$ cat src/rtl/core/srsg_pkg.sv
// types, constants and tables of the servo ramp setpoint generator
package srsg_pkg;

    // request and result items
    typedef struct packed {
        logic        cmd;
        logic [11:0] speed_code;
    } t_in_item;

    typedef struct packed {
        logic [11:0] pulse_us;
        logic [31:0] elapsed_ms;
        logic [31:0] duration_ms;
        logic        is_echo;
    } t_out_item;

    // configuration register indexes
    localparam logic [7:0] CFG_PULSE_MIN   = 8'd0;
    localparam logic [7:0] CFG_PULSE_MAX   = 8'd1;
    localparam logic [7:0] CFG_START_DELAY = 8'd2;
    localparam logic [7:0] CFG_CLEAR_DELAY = 8'd3;

    // register reset values
    localparam logic [11:0] PULSE_MIN_RST   = 12'd950;
    localparam logic [11:0] PULSE_MAX_RST   = 12'd1800;
    localparam logic [15:0] START_DELAY_RST = 16'd5000;
    localparam logic [15:0] CLEAR_DELAY_RST = 16'd10000;

    // speed code layout
    localparam logic [3:0] EXP_BIAS = 4'h8;

    // divider widths: dividend covers offset times span, divisor covers a duration
    localparam int DIV_W = 44;
    localparam int DEN_W = 32;
    localparam int CNT_W = $clog2(DIV_W + 1);

    localparam logic [31:0] DUR_MAX = 32'hFFFF_FFFF;

    // multiplier operand widths
    localparam int MUL_A_W = 32;
    localparam int MUL_B_W = 27;

    typedef struct packed {
        logic             start;
        logic [DIV_W-1:0] dividend;
        logic [DEN_W-1:0] divisor;
    } t_div_req;

    typedef struct packed {
        logic             done;
        logic [DIV_W-1:0] quotient;
    } t_div_rsp;

    typedef enum logic [2:0] {
        S_IDLE,
        S_EVAL,
        S_MUL,
        S_DIVS,
        S_DIVW,
        S_OUT
    } t_state;

    // powers of ten up to 10^8
    function automatic logic [MUL_B_W-1:0] pow10(input logic [3:0] k);
        logic [MUL_B_W-1:0] r;
        case (k)
            4'd0:    r = 27'd1;
            4'd1:    r = 27'd10;
            4'd2:    r = 27'd100;
            4'd3:    r = 27'd1000;
            4'd4:    r = 27'd10000;
            4'd5:    r = 27'd100000;
            4'd6:    r = 27'd1000000;
            4'd7:    r = 27'd10000000;
            4'd8:    r = 27'd100000000;
            default: r = 27'd1;
        endcase
        return r;
    endfunction

endpackage

$ cat src/rtl/core/servo_ramp_setpoint_generator_unit.sv
// top level of the servo ramp setpoint generator
//
//  channel   direction  handshake                    payload
//  request   in         i_valid / o_ready            i_data     (t_in_item)
//  result    out        o_valid / i_ready            o_data     (t_out_item)
//  config    in         i_cfg_valid / o_cfg_ready    i_cfg_index, i_cfg_data
//
// a tick that needs no ramp point, or a zero-mantissa command, passes S_EVAL and
// S_OUT from accept back to ready; any other command, or a tick inside the ramp
// window, also passes S_MUL, S_DIVS and the 44-step bit-serial divider; both share
// one request at a time; the output register lets the next request in while
// a result waits, and a full output register holds the sequencer in S_OUT
// synchronous active-low reset, no clearing pass; config is always ready
module servo_ramp_setpoint_generator_unit
    import srsg_pkg::*;
#(
    parameter int TIME_BITS = 32
) (
    input  logic        i_clk,
    input  logic        i_rst_n,
    input  logic        i_valid,
    output logic        o_ready,
    input  t_in_item    i_data,
    output logic        o_valid,
    input  logic        i_ready,
    output t_out_item   o_data,
    input  logic        i_cfg_valid,
    output logic        o_cfg_ready,
    input  logic [7:0]  i_cfg_index,
    input  logic [15:0] i_cfg_data
);

    // compare width: holds the counter and duration plus a delay, with room to spare
    localparam int CMP_W = ((TIME_BITS > 33) ? TIME_BITS : 33) + 1;
    localparam int PROD_W = MUL_A_W + MUL_B_W;

    t_state r_state, n_state;

    // configuration registers
    logic [11:0] r_pmin;
    logic [11:0] r_pmax;
    logic [15:0] r_sdly;
    logic [15:0] r_cdly;

    // generator state
    logic [TIME_BITS-1:0] r_time, n_time;
    logic [31:0]          r_dur, n_dur;
    logic [11:0]          r_pulse, n_pulse;

    // latched request
    logic        r_cmd, n_cmd;
    logic [11:0] r_code, n_code;

    // divider operands
    logic [DIV_W-1:0] r_num, n_num;
    logic [DEN_W-1:0] r_den, n_den;

    // output register
    t_out_item r_out, n_out;
    logic      r_out_valid, n_out_valid;

    logic [11:0]        span;
    logic [7:0]         mant;
    logic [3:0]         expf;
    logic               exp_small;
    logic [3:0]         pow_idx;
    logic [CMP_W-1:0]   t_ext;
    logic [CMP_W-1:0]   win_end;
    logic [CMP_W-1:0]   clr_pt;
    logic [CMP_W-1:0]   t_off;
    logic               in_win;
    logic               past_clr;
    logic [MUL_A_W-1:0] mul_a;
    logic [MUL_B_W-1:0] mul_b;
    logic [PROD_W-1:0]  prod;
    logic               accept;
    logic               out_load;

    t_div_req div_req;
    t_div_rsp div_rsp;

    assign accept   = i_valid && o_ready;
    assign out_load = (r_state == S_OUT) && (!r_out_valid || i_ready);

    // span clamps at zero for inverted limits
    assign span = (r_pmax > r_pmin) ? (r_pmax - r_pmin) : 12'd0;

    assign mant      = r_code[11:4];
    assign expf      = r_code[3:0];
    assign exp_small = expf <= EXP_BIAS;
    assign pow_idx   = exp_small ? (EXP_BIAS - expf) : (expf - EXP_BIAS);

    // ramp window and clear point, full width so nothing wraps
    assign t_ext    = CMP_W'(r_time);
    assign win_end  = CMP_W'(r_dur) + CMP_W'(r_sdly);
    assign clr_pt   = CMP_W'(r_dur) + CMP_W'(r_cdly);
    assign t_off    = t_ext - CMP_W'(r_sdly);
    assign in_win   = (t_ext > CMP_W'(r_sdly)) && (t_ext < win_end);
    assign past_clr = t_ext > clr_pt;

    // the one multiplier: offset*span for a ramp point, span*10^k or m*10^k
    // for a command
    always_comb begin
        if (!r_cmd) begin
            mul_a = t_off[31:0];
            mul_b = MUL_B_W'(span);
        end else if (exp_small) begin
            mul_a = MUL_A_W'(span);
            mul_b = pow10(pow_idx);
        end else begin
            mul_a = MUL_A_W'(mant);
            mul_b = pow10(pow_idx);
        end
    end

    assign prod = PROD_W'(mul_a) * PROD_W'(mul_b);

    assign div_req.start    = (r_state == S_DIVS);
    assign div_req.dividend = r_num;
    assign div_req.divisor  = r_den;

    srsg_div u_div (
        .i_clk   (i_clk),
        .i_rst_n (i_rst_n),
        .i_req   (div_req),
        .o_rsp   (div_rsp)
    );

    // next state
    always_comb begin
        n_state = r_state;
        case (r_state)
            S_IDLE: begin
                if (accept) n_state = S_EVAL;
            end
            S_EVAL: begin
                if (r_cmd) begin
                    n_state = (mant == 8'd0) ? S_OUT : S_MUL;
                end else if (r_dur != 32'd0 && in_win) begin
                    n_state = S_MUL;
                end else begin
                    n_state = S_OUT;
                end
            end
            S_MUL:  n_state = S_DIVS;
            S_DIVS: n_state = S_DIVW;
            S_DIVW: begin
                if (div_rsp.done) n_state = S_OUT;
            end
            S_OUT: begin
                if (out_load) n_state = S_IDLE;
            end
            default: n_state = S_IDLE;
        endcase
    end

    // datapath and outputs
    always_comb begin
        n_time      = r_time;
        n_dur       = r_dur;
        n_pulse     = r_pulse;
        n_cmd       = r_cmd;
        n_code      = r_code;
        n_num       = r_num;
        n_den       = r_den;
        n_out       = r_out;
        n_out_valid = r_out_valid && !i_ready;
        case (r_state)
            S_IDLE: begin
                if (accept) begin
                    n_cmd  = i_data.cmd;
                    n_code = i_data.speed_code;
                    // command restarts the counter, a tick advances it
                    n_time = i_data.cmd ? '0 : r_time + TIME_BITS'(1);
                end
            end
            S_EVAL: begin
                if (r_cmd) begin
                    // zero mantissa means no ramp
                    if (mant == 8'd0) n_dur = 32'd0;
                end else if (r_dur == 32'd0) begin
                    n_pulse = r_pmin;
                end else if (!in_win && past_clr) begin
                    n_dur = 32'd0;
                end
            end
            S_MUL: begin
                if (!r_cmd) begin
                    n_num = prod[DIV_W-1:0];
                    n_den = r_dur;
                end else if (exp_small) begin
                    n_num = prod[DIV_W-1:0];
                    n_den = DEN_W'(mant);
                end else begin
                    n_num = DIV_W'(span);
                    n_den = prod[DEN_W-1:0];
                end
            end
            S_DIVS: begin
            end
            S_DIVW: begin
                if (div_rsp.done) begin
                    if (r_cmd) begin
                        // saturate the duration at 32 bits
                        n_dur = (div_rsp.quotient[DIV_W-1:32] != '0) ?
                                DUR_MAX : div_rsp.quotient[31:0];
                    end else begin
                        n_pulse = div_rsp.quotient[11:0] + r_pmin;
                    end
                end
            end
            S_OUT: begin
                if (out_load) begin
                    n_out.pulse_us    = r_pulse;
                    n_out.elapsed_ms  = t_ext[31:0];
                    n_out.duration_ms = r_dur;
                    n_out.is_echo     = r_cmd;
                    n_out_valid       = 1'b1;
                end
            end
            default: begin
            end
        endcase
    end

    always_ff @(posedge i_clk) begin
        if (!i_rst_n) begin
            r_state     <= S_IDLE;
            r_out_valid <= 1'b0;
            r_time      <= '0;
            r_dur       <= 32'd0;
            r_pulse     <= PULSE_MIN_RST;
        end else begin
            r_state     <= n_state;
            r_out_valid <= n_out_valid;
            r_time      <= n_time;
            r_dur       <= n_dur;
            r_pulse     <= n_pulse;
        end
    end

    always_ff @(posedge i_clk) begin
        r_cmd  <= n_cmd;
        r_code <= n_code;
        r_num  <= n_num;
        r_den  <= n_den;
        r_out  <= n_out;
    end

    // configuration writes, unknown indexes ignored
    always_ff @(posedge i_clk) begin
        if (!i_rst_n) begin
            r_pmin <= PULSE_MIN_RST;
            r_pmax <= PULSE_MAX_RST;
            r_sdly <= START_DELAY_RST;
            r_cdly <= CLEAR_DELAY_RST;
        end else if (i_cfg_valid) begin
            case (i_cfg_index)
                CFG_PULSE_MIN:   r_pmin <= i_cfg_data[11:0];
                CFG_PULSE_MAX:   r_pmax <= i_cfg_data[11:0];
                CFG_START_DELAY: r_sdly <= i_cfg_data;
                CFG_CLEAR_DELAY: r_cdly <= i_cfg_data;
                default: begin
                end
            endcase
        end
    end

    assign o_ready     = (r_state == S_IDLE);
    assign o_valid     = r_out_valid;
    assign o_data      = r_out;
    assign o_cfg_ready = 1'b1;

endmodule

$ cat src/rtl/core/srsg_div.sv
// restoring bit-serial divider, one quotient bit per cycle
module srsg_div
    import srsg_pkg::*;
(
    input  logic     i_clk,
    input  logic     i_rst_n,
    input  t_div_req i_req,
    output t_div_rsp o_rsp
);

    logic [DIV_W-1:0] r_quo, n_quo;
    logic [DEN_W-1:0] r_rem, n_rem;
    logic [DEN_W-1:0] r_den, n_den;
    logic [CNT_W-1:0] r_cnt, n_cnt;
    logic             r_busy, n_busy;
    logic             r_done, n_done;

    logic [DEN_W:0]   rem_sh;
    logic [DEN_W:0]   rem_sub;
    logic             fits;

    // partial remainder stays below the divisor, so one spare bit is enough
    assign rem_sh  = {r_rem, r_quo[DIV_W-1]};
    assign rem_sub = rem_sh - {1'b0, r_den};
    assign fits    = rem_sh >= {1'b0, r_den};

    always_comb begin
        n_quo  = r_quo;
        n_rem  = r_rem;
        n_den  = r_den;
        n_cnt  = r_cnt;
        n_busy = r_busy;
        n_done = 1'b0;
        if (r_busy) begin
            n_quo = {r_quo[DIV_W-2:0], fits};
            n_rem = fits ? rem_sub[DEN_W-1:0] : rem_sh[DEN_W-1:0];
            n_cnt = r_cnt - 1'b1;
            if (r_cnt == CNT_W'(1)) begin
                n_busy = 1'b0;
                n_done = 1'b1;
            end
        end else if (i_req.start) begin
            n_quo  = i_req.dividend;
            n_rem  = '0;
            n_den  = i_req.divisor;
            n_cnt  = CNT_W'(DIV_W);
            n_busy = 1'b1;
        end
    end

    always_ff @(posedge i_clk) begin
        if (!i_rst_n) begin
            r_busy <= 1'b0;
            r_done <= 1'b0;
            r_cnt  <= '0;
        end else begin
            r_busy <= n_busy;
            r_done <= n_done;
            r_cnt  <= n_cnt;
        end
    end

    always_ff @(posedge i_clk) begin
        r_quo <= n_quo;
        r_rem <= n_rem;
        r_den <= n_den;
    end

    assign o_rsp.done     = r_done;
    assign o_rsp.quotient = r_quo;

endmodule

$ cat config.mk
export PLATFORM = sky130hd
export DESIGN_NAME = servo_ramp_setpoint_generator_unit
export DESIGN_NICKNAME = d
export VERILOG_FILES = /design/src/rtl/core/srsg_pkg.sv /design/src/rtl/core/servo_ramp_setpoint_generator_unit.sv /design/src/rtl/core/srsg_div.sv
export SDC_FILE = /design/constraint.sdc
export NUM_CORES = 2
export LEC_CHECK = 0
export ABC_AREA = 0
export BUFFER_PORTS_ARGS = -buffer_cell sky130_fd_sc_hd__buf_2
export CAP_MARGIN = 5
export CELL_PAD_IN_SITES_DETAIL_PLACEMENT = 1
export CELL_PAD_IN_SITES_GLOBAL_PLACEMENT = 1
export CORE_UTILIZATION = 55
export DETAILED_ROUTE_END_ITERATION = 7
export PLACE_DENSITY = 0.85
export REMOVE_ABC_BUFFERS = 1
export SLEW_MARGIN = 10
export SYNTH_ARGS = -nofsm -noshare
export SYNTH_HDL_FRONTEND = slang
export SYNTH_SLANG_ARGS = --single-unit
$ cat constraint.sdc
create_clock -name i_clk -period 25.5 [get_ports i_clk]
set_input_delay 5.1 -clock i_clk [delete_from_list [all_inputs] [get_ports i_clk]]
set_output_delay 5.1 -clock i_clk [all_outputs]
set_load 0.005 [all_outputs]
======== Word-level counts from Yosys, hierarchy flattened ========
Memories as Yosys holds them, arrays and structs flattened.
Cells that the tools add are included.
word-level totals
  bits in registers ....................... 418
  memory bits (read-only) ................. 800
  output and inout bits ................... 80
  memories ................................ 2
memory list
  memory            depth  width  rd ports  clocked after memory_dff  wr ports  RTL line        text
  (name not given)  16     25     1         0                         0         srsg_pkg.sv:66  case (k)
  (name not given)  16     25     1         0                         0         srsg_pkg.sv:66
operators by class
  $add $sub $neg .......................... 10
  multipliers ............................. 1
  magnitude comparators ................... 6
  equal/unequal tests ..................... 19
  muxes and demuxes ....................... 44
  bitwise operators ....................... 1
  reductions and logical operators ........ 29
operators with widths
  cell                   count
  $mux 32                14
  $mux 44                4
  $mux 12                6
  $add 32x16->33         2
  $pmux 32 s2            1
  $mux 27                2
  $mul 32x27->44         1
  $ge 33x32->1           1
  $gt 32x33->1           1
  $lt 32x33->1           1
  $add 32x1->32 const B  1
  $gt 32x16->1           1
  $logic_not 32->1       1
  $reduce_bool 32->1     1
  $sub 32x16->32         1
  $sub 32x32->32         1
  $pmux 12 s2            1
  $mux 3                 6
  $pmux 3 s6             1
  $eq 8x2->1 const B     2
  $logic_not 8->1        2
  $reduce_and 2->1       8
  $add 12x12->12         1
  $gt 12x12->1           1
  26 further kinds       49

======== Longest topological paths before layout ========
  word-level depth ........................ 9
  depth in mapped cells ................... 40
  depth with buffers taken out ............ 37

======== By module ========
A second synthesis with hierarchy kept.
unflattened totals
  cells, all modules ...................... 4885
  area, all modules ....................... 45726.4 µm²
by module, submodules not included
  module                              times used  cells an instance  area each (µm²)
  servo_ramp_setpoint_generator_unit  1           4337               39206.4
  srsg_div                            1           548                6520.0

======== Worst setup path before layout ========
OpenSTA, ideal clock, no wires.
  path type ............................... register to register
  from .................................... register r_time[0]
  to ...................................... register r_num[42] (data pin)
  setup time .............................. 0.260 ns
  arrival time ............................ 8.737 ns
  path slack .............................. 16.502 ns
  stages on the path, launching flop included .. 37
  buffers on the path ..................... 0
  cell sequence ........................... dfxtp_1 > inv_1 > ha_1 > fa_1 > nand2b_1 > a21boi_0 > o21ai_0 > a21o_1 > o21ai_1 > a2111o_1 > a31oi_1 > o21a_1 > xor2_1 > nand2_1 > fa_1 > inv_1 > fa_1 > inv_1 > fa_1 > fa_1 > inv_1 > fa_1 > fa_1 > inv_1 > fa_1 > inv_1 > ha_1 > a2111oi_0 > o21ai_0 > o311ai_0 > o21ai_0 > o41ai_1 > nand2_1 > a211o_1 > a21oi_1 > a21oi_1 > mux2i_1
on the way
  cells in the longest elaborated chain, start to end .. 5
ends and longest elaborated chain
  item                      RTL line                                   text
  start: declaration        servo_ramp_setpoint_generator_unit.sv:46   logic [TIME_BITS-1:0] r_time, n_time;
  start signal: assignment  servo_ramp_setpoint_generator_unit.sv:236  r_time <= n_time;
  $sub 32x16->32 (*)        servo_ramp_setpoint_generator_unit.sv:97   assign t_off = t_ext - CMP_W'(r_sdly);
  $mux 32 (*)               servo_ramp_setpoint_generator_unit.sv:104  if (!r_cmd) begin
  $mul 32x27->44 (*)        servo_ramp_setpoint_generator_unit.sv:116  assign prod = PROD_W'(mul_a) * PROD_W'(mul_b);
  $mux 44                   servo_ramp_setpoint_generator_unit.sv:191  end else if (exp_small) begin
  $mux 44 (*)               servo_ramp_setpoint_generator_unit.sv:188  if (!r_cmd) begin
  end signal: assignment    servo_ramp_setpoint_generator_unit.sv:245  r_num <= n_num;
  end: declaration          servo_ramp_setpoint_generator_unit.sv:55   logic [DIV_W-1:0] r_num, n_num;
Mark *: on every way between the ends. The rest lies on a longest branch, timed or not.
A chain may end at the register's enable or synchronous reset.

======== Worst setup path after layout ========
  from .................................... register r_pmin[8]
  to ...................................... register r_num[43] (data pin)
on the way
  cells in the longest elaborated chain, start to end .. 7
  elaborated cells on any way between the ends .. 9
ends and longest elaborated chain
  item                                            RTL line                                   text
  start: declaration                              servo_ramp_setpoint_generator_unit.sv:40   logic [11:0] r_pmin;
  start signal: assignment                        servo_ramp_setpoint_generator_unit.sv:259  CFG_PULSE_MIN: r_pmin <= i_cfg_data[11:0];
  $sub 12x12->12 or $gt 12x12->1 (tied branches)  servo_ramp_setpoint_generator_unit.sv:86   assign span = (r_pmax > r_pmin) ? (r_pmax - r_pmin) : 12'd0;
  $mux 12 (*)                                     servo_ramp_setpoint_generator_unit.sv:86
  $mux 12                                         servo_ramp_setpoint_generator_unit.sv:107  end else if (exp_small) begin
  $mux 32                                         servo_ramp_setpoint_generator_unit.sv:104
  $mul 32x27->44 (*)                              servo_ramp_setpoint_generator_unit.sv:116
  $mux 44                                         servo_ramp_setpoint_generator_unit.sv:191
  $mux 44 (*)                                     servo_ramp_setpoint_generator_unit.sv:188
Marked as above.

==> impl_metrics.csv <==
group,metric,value,unit
clock_network,cts_resized,0,
global_routing,grt_pass1_wl,246000,um
synthesis,synth_top_area_share,27.5,%
clock_network,post_cts_buffers,0,
setup_path,path_class,"reg2reg",
clock_network,clockBufferDepth,3,
setup_path,crit_required,25.89,ns
sta,setup_viol,0,
setup_path,startpoint_type,"register",
min_path,min_to,"u_div.r_den[27]",
synthesis,postSynthAreaPerCell,9.48,sq um
placement,dp_hpwl,129000,um
floorplanning,io_pins,122,
drt,via_per_inst,6.02,
sta,hold_violations,0,
min_path,min_path_cells,0,
drt,firstDrtPassIters,6,
setup_path,reg2reg_from,"r_pmin[8]",
synthesis,synth_edf_count,274,
sta,fin_setup_tns,0,ns
floorplanning,die_w,289,um
floorplanning,fp-row-count,104,
final_layout,area_delta_synth_final,9.01,%
clock_network,h-tree-depth,2,
clock_network,path_clk_slew,0.06,ns
clock_network,clkSinkCount,418,
setup_path,rr_endpoint,"r_num[43]",
min_path,hold_path_class,"reg2reg",
sta,rsz0062_at_grt,"no",
global_routing,overflow,0,
setup_path,path_delay_family,"adder cells",
synthesis,ys_async_sr_fraction,0,%
synthesis,seq_area_frac_synth,24.5,%
floorplanning,fp.dieArea,83500,sq um
synthesis,yosysTopAreaCell,"fa_1",
setup_path,cp.arrival,11.92,ns
drt,drc_errors,0,
floorplanning,die_y,289,um
global_routing,grt_pass1_vias,40700,
setup_path,critPathMaxStageDelay,0.97,ns
job,maxCapViolCount,0,
sta,finalMaxSlewViolations,0,
synthesis,ys_types,102,
synthesis,ys_top_cells_by_area,"fa_1 28%, edfxtp_1 18%, ha_1 8.7%",
placement,gp_congestion,1.03,
sta,skew,0.0463,ns
min_path,hold_start,"r_den[27]",
floorplanning,initial_utilization,56.0,%
synthesis,synthCells,4775,
sta,max_slew.worst_pin.slew,1.31,ns
global_routing,grt_usage,39.9,%
setup_path,reg2regPathDepth,32,
floorplanning,core,80900,sq um
placement,io_buffers,120,
sta,maxSlewHeadroom,12.2,%
clock_network,cts_hold_buf,0,
synthesis,synth_top_flop_cell,"edfxtp_1",
run_status,status,"complete, no violations",
sta,period_needed,11.54,ns
setup_path,cp_slowest_cell,"a31oi_2",
synthesis,ys_seq_elements,418,
drt,drtIter0Drc,3193,
clock_network,cts-root-buf,"clkbuf_16",
drt,wirelength,163000,um
setup_path,crit_top_cell,"fa_1",
global_routing,grt_max_degree,78,
final_layout,nFillCells,9158,
synthesis,netlist_area,45300,sq um
drt,route.detailed.wl_per_inst,26.7,um
sta,fmax,86.7,MHz
global_routing,grt_antenna_before_repair,10,
clock_network,cts_tree,"done",
setup_path,cp_max_fo,24,
setup_path,crit_buf_inv,6,
final_layout,final_common_cell,"inv_1",
final_layout,drive_gt1_share,7.99,%
drt,vias,36800,
synthesis,yosys_warnings,0,
clock_network,clkLatencyLatePin,0.64,ns
setup_path,r2r_slack,13.96,ns
setup_path,end_kind,"register",
drt,ant_nets,0,
final_layout,fin_nets,5983,
clock_network,cts_made_buffers,48,
sta,period_share,45.2,%
final_layout,final_cell_mix,"923 x inv_1, 623 x fa_1, 483 x nor2_1, 438 x nand2_1, 315 x ha_1",
[sequential cells by signal, indices dropped and copies added, names as in the netlist, 12 cells and up]
| signal | count |
|---|---|
| o_data | 77 |
| r_cdly | 16 |
| r_code | 12 |
| r_den | 32 |
| r_dur | 32 |
| r_num | 44 |
| r_pmax | 12 |
| r_pmin | 12 |
| r_pulse | 12 |
| r_sdly | 16 |
| r_time | 32 |
| u_div.r_den | 32 |
| u_div.r_quo | 44 |
| u_div.r_rem | 32 |
[synthesized netlist by cell type (all sizes together) (31+ instances only)]
cell type  instances
xor2              80
xnor2            153
edfxtp           274
nand3             59
fa               623
a21bo             32
buf               50
dfxtp            144
inv              925
o21ai            144
mux2              47
mux2i             69
nand4             31
nand2b            43
a21oi            173
a21o              73
nor3              58
ha               315
nor2             485
nand2            438
o211ai            32
clkbuf           133
[metrics by stage]
stage / util, % / cells / hold WS, ns / setup WS, ns / instance area [sq um]
2_1_floorplan: - / 4765 / 0.400 / 15.30 / 45200
3_5_place_dp: 58.9 / 6012 / 0.406 / 14.16 / 47700
5_1_grt: 61.0 / 6103 / 0.421 / 13.50 / 49400
6_report: 61.0 / 6106 / 0.419 / 13.96 / 49400
3_3_place_gp: 58.9 / 6012 / 0.403 / 14.62 / 47700
4_1_cts: 61.0 / 6102 / 0.411 / 14.19 / 49300
[logic make-up (layout without fill, tap and decap cells)]
kind of cell,count (synthesis),in the layout,share of synthesized area (%)
compound gates,668,668,10.0
xor+xnor,233,233,4.54
fa+ha+maj,939,939,36.3
buf+inv,1109,1204,9.39
flops,418,418,24.5
mux,116,116,2.70
other cells,2,178,0.0166
simple gates,1290,1290,12.6
[metal layers]
| metal | track usage (%) | up-vias | part of all wire [%] |
|---|---|---|---|
| met5 | 0 | - | 0.053 |
| met4 | 27.0 | 10 | 7.9 |
| met3 | 9.27 | 576 | 9.5 |
| met2 | 63.9 | 1785 | 46 |
| met1 | 48.0 | 18800 | 37 |
| li1 | - | 15600 | - |
[final cells by class]
| cell class | count | area (sq um) | share of cell area [%] |
|---|---|---|---|
| Inverter | 926 | 3480 | 7.04 |
| Multi-Input combinational cell | 3421 | 30600 | 62.1 |
| Sequential cell | 418 | 11100 | 22.5 |
| Antenna cell | 3 | 7.51 | 0.0152 |
| Tap cell | 1060 | 1330 | 2.69 |
| Clock inverter | 20 | 231 | 0.469 |
| Clock buffer | 70 | 1460 | 2.96 |
| Timing Repair Buffer | 188 | 1110 | 2.25 |
[how the worst max path moves through the flow]
stage,startpoint,endpoint,depth (start not counted)
after floorplan,r_cmd,r_num[38],27
after global placement,r_code[0],r_num[43],33
after detailed placement,r_pmin[8],r_num[42],33
after CTS,r_pmin[8],r_num[42],33
after global routing,r_pmin[8],r_num[42],33
final,r_pmin[8],r_num[43],32
Power is left out: the tool's default activity adds up to more than one toggle a clock period on the data nets, which glitch-free logic cannot reach.
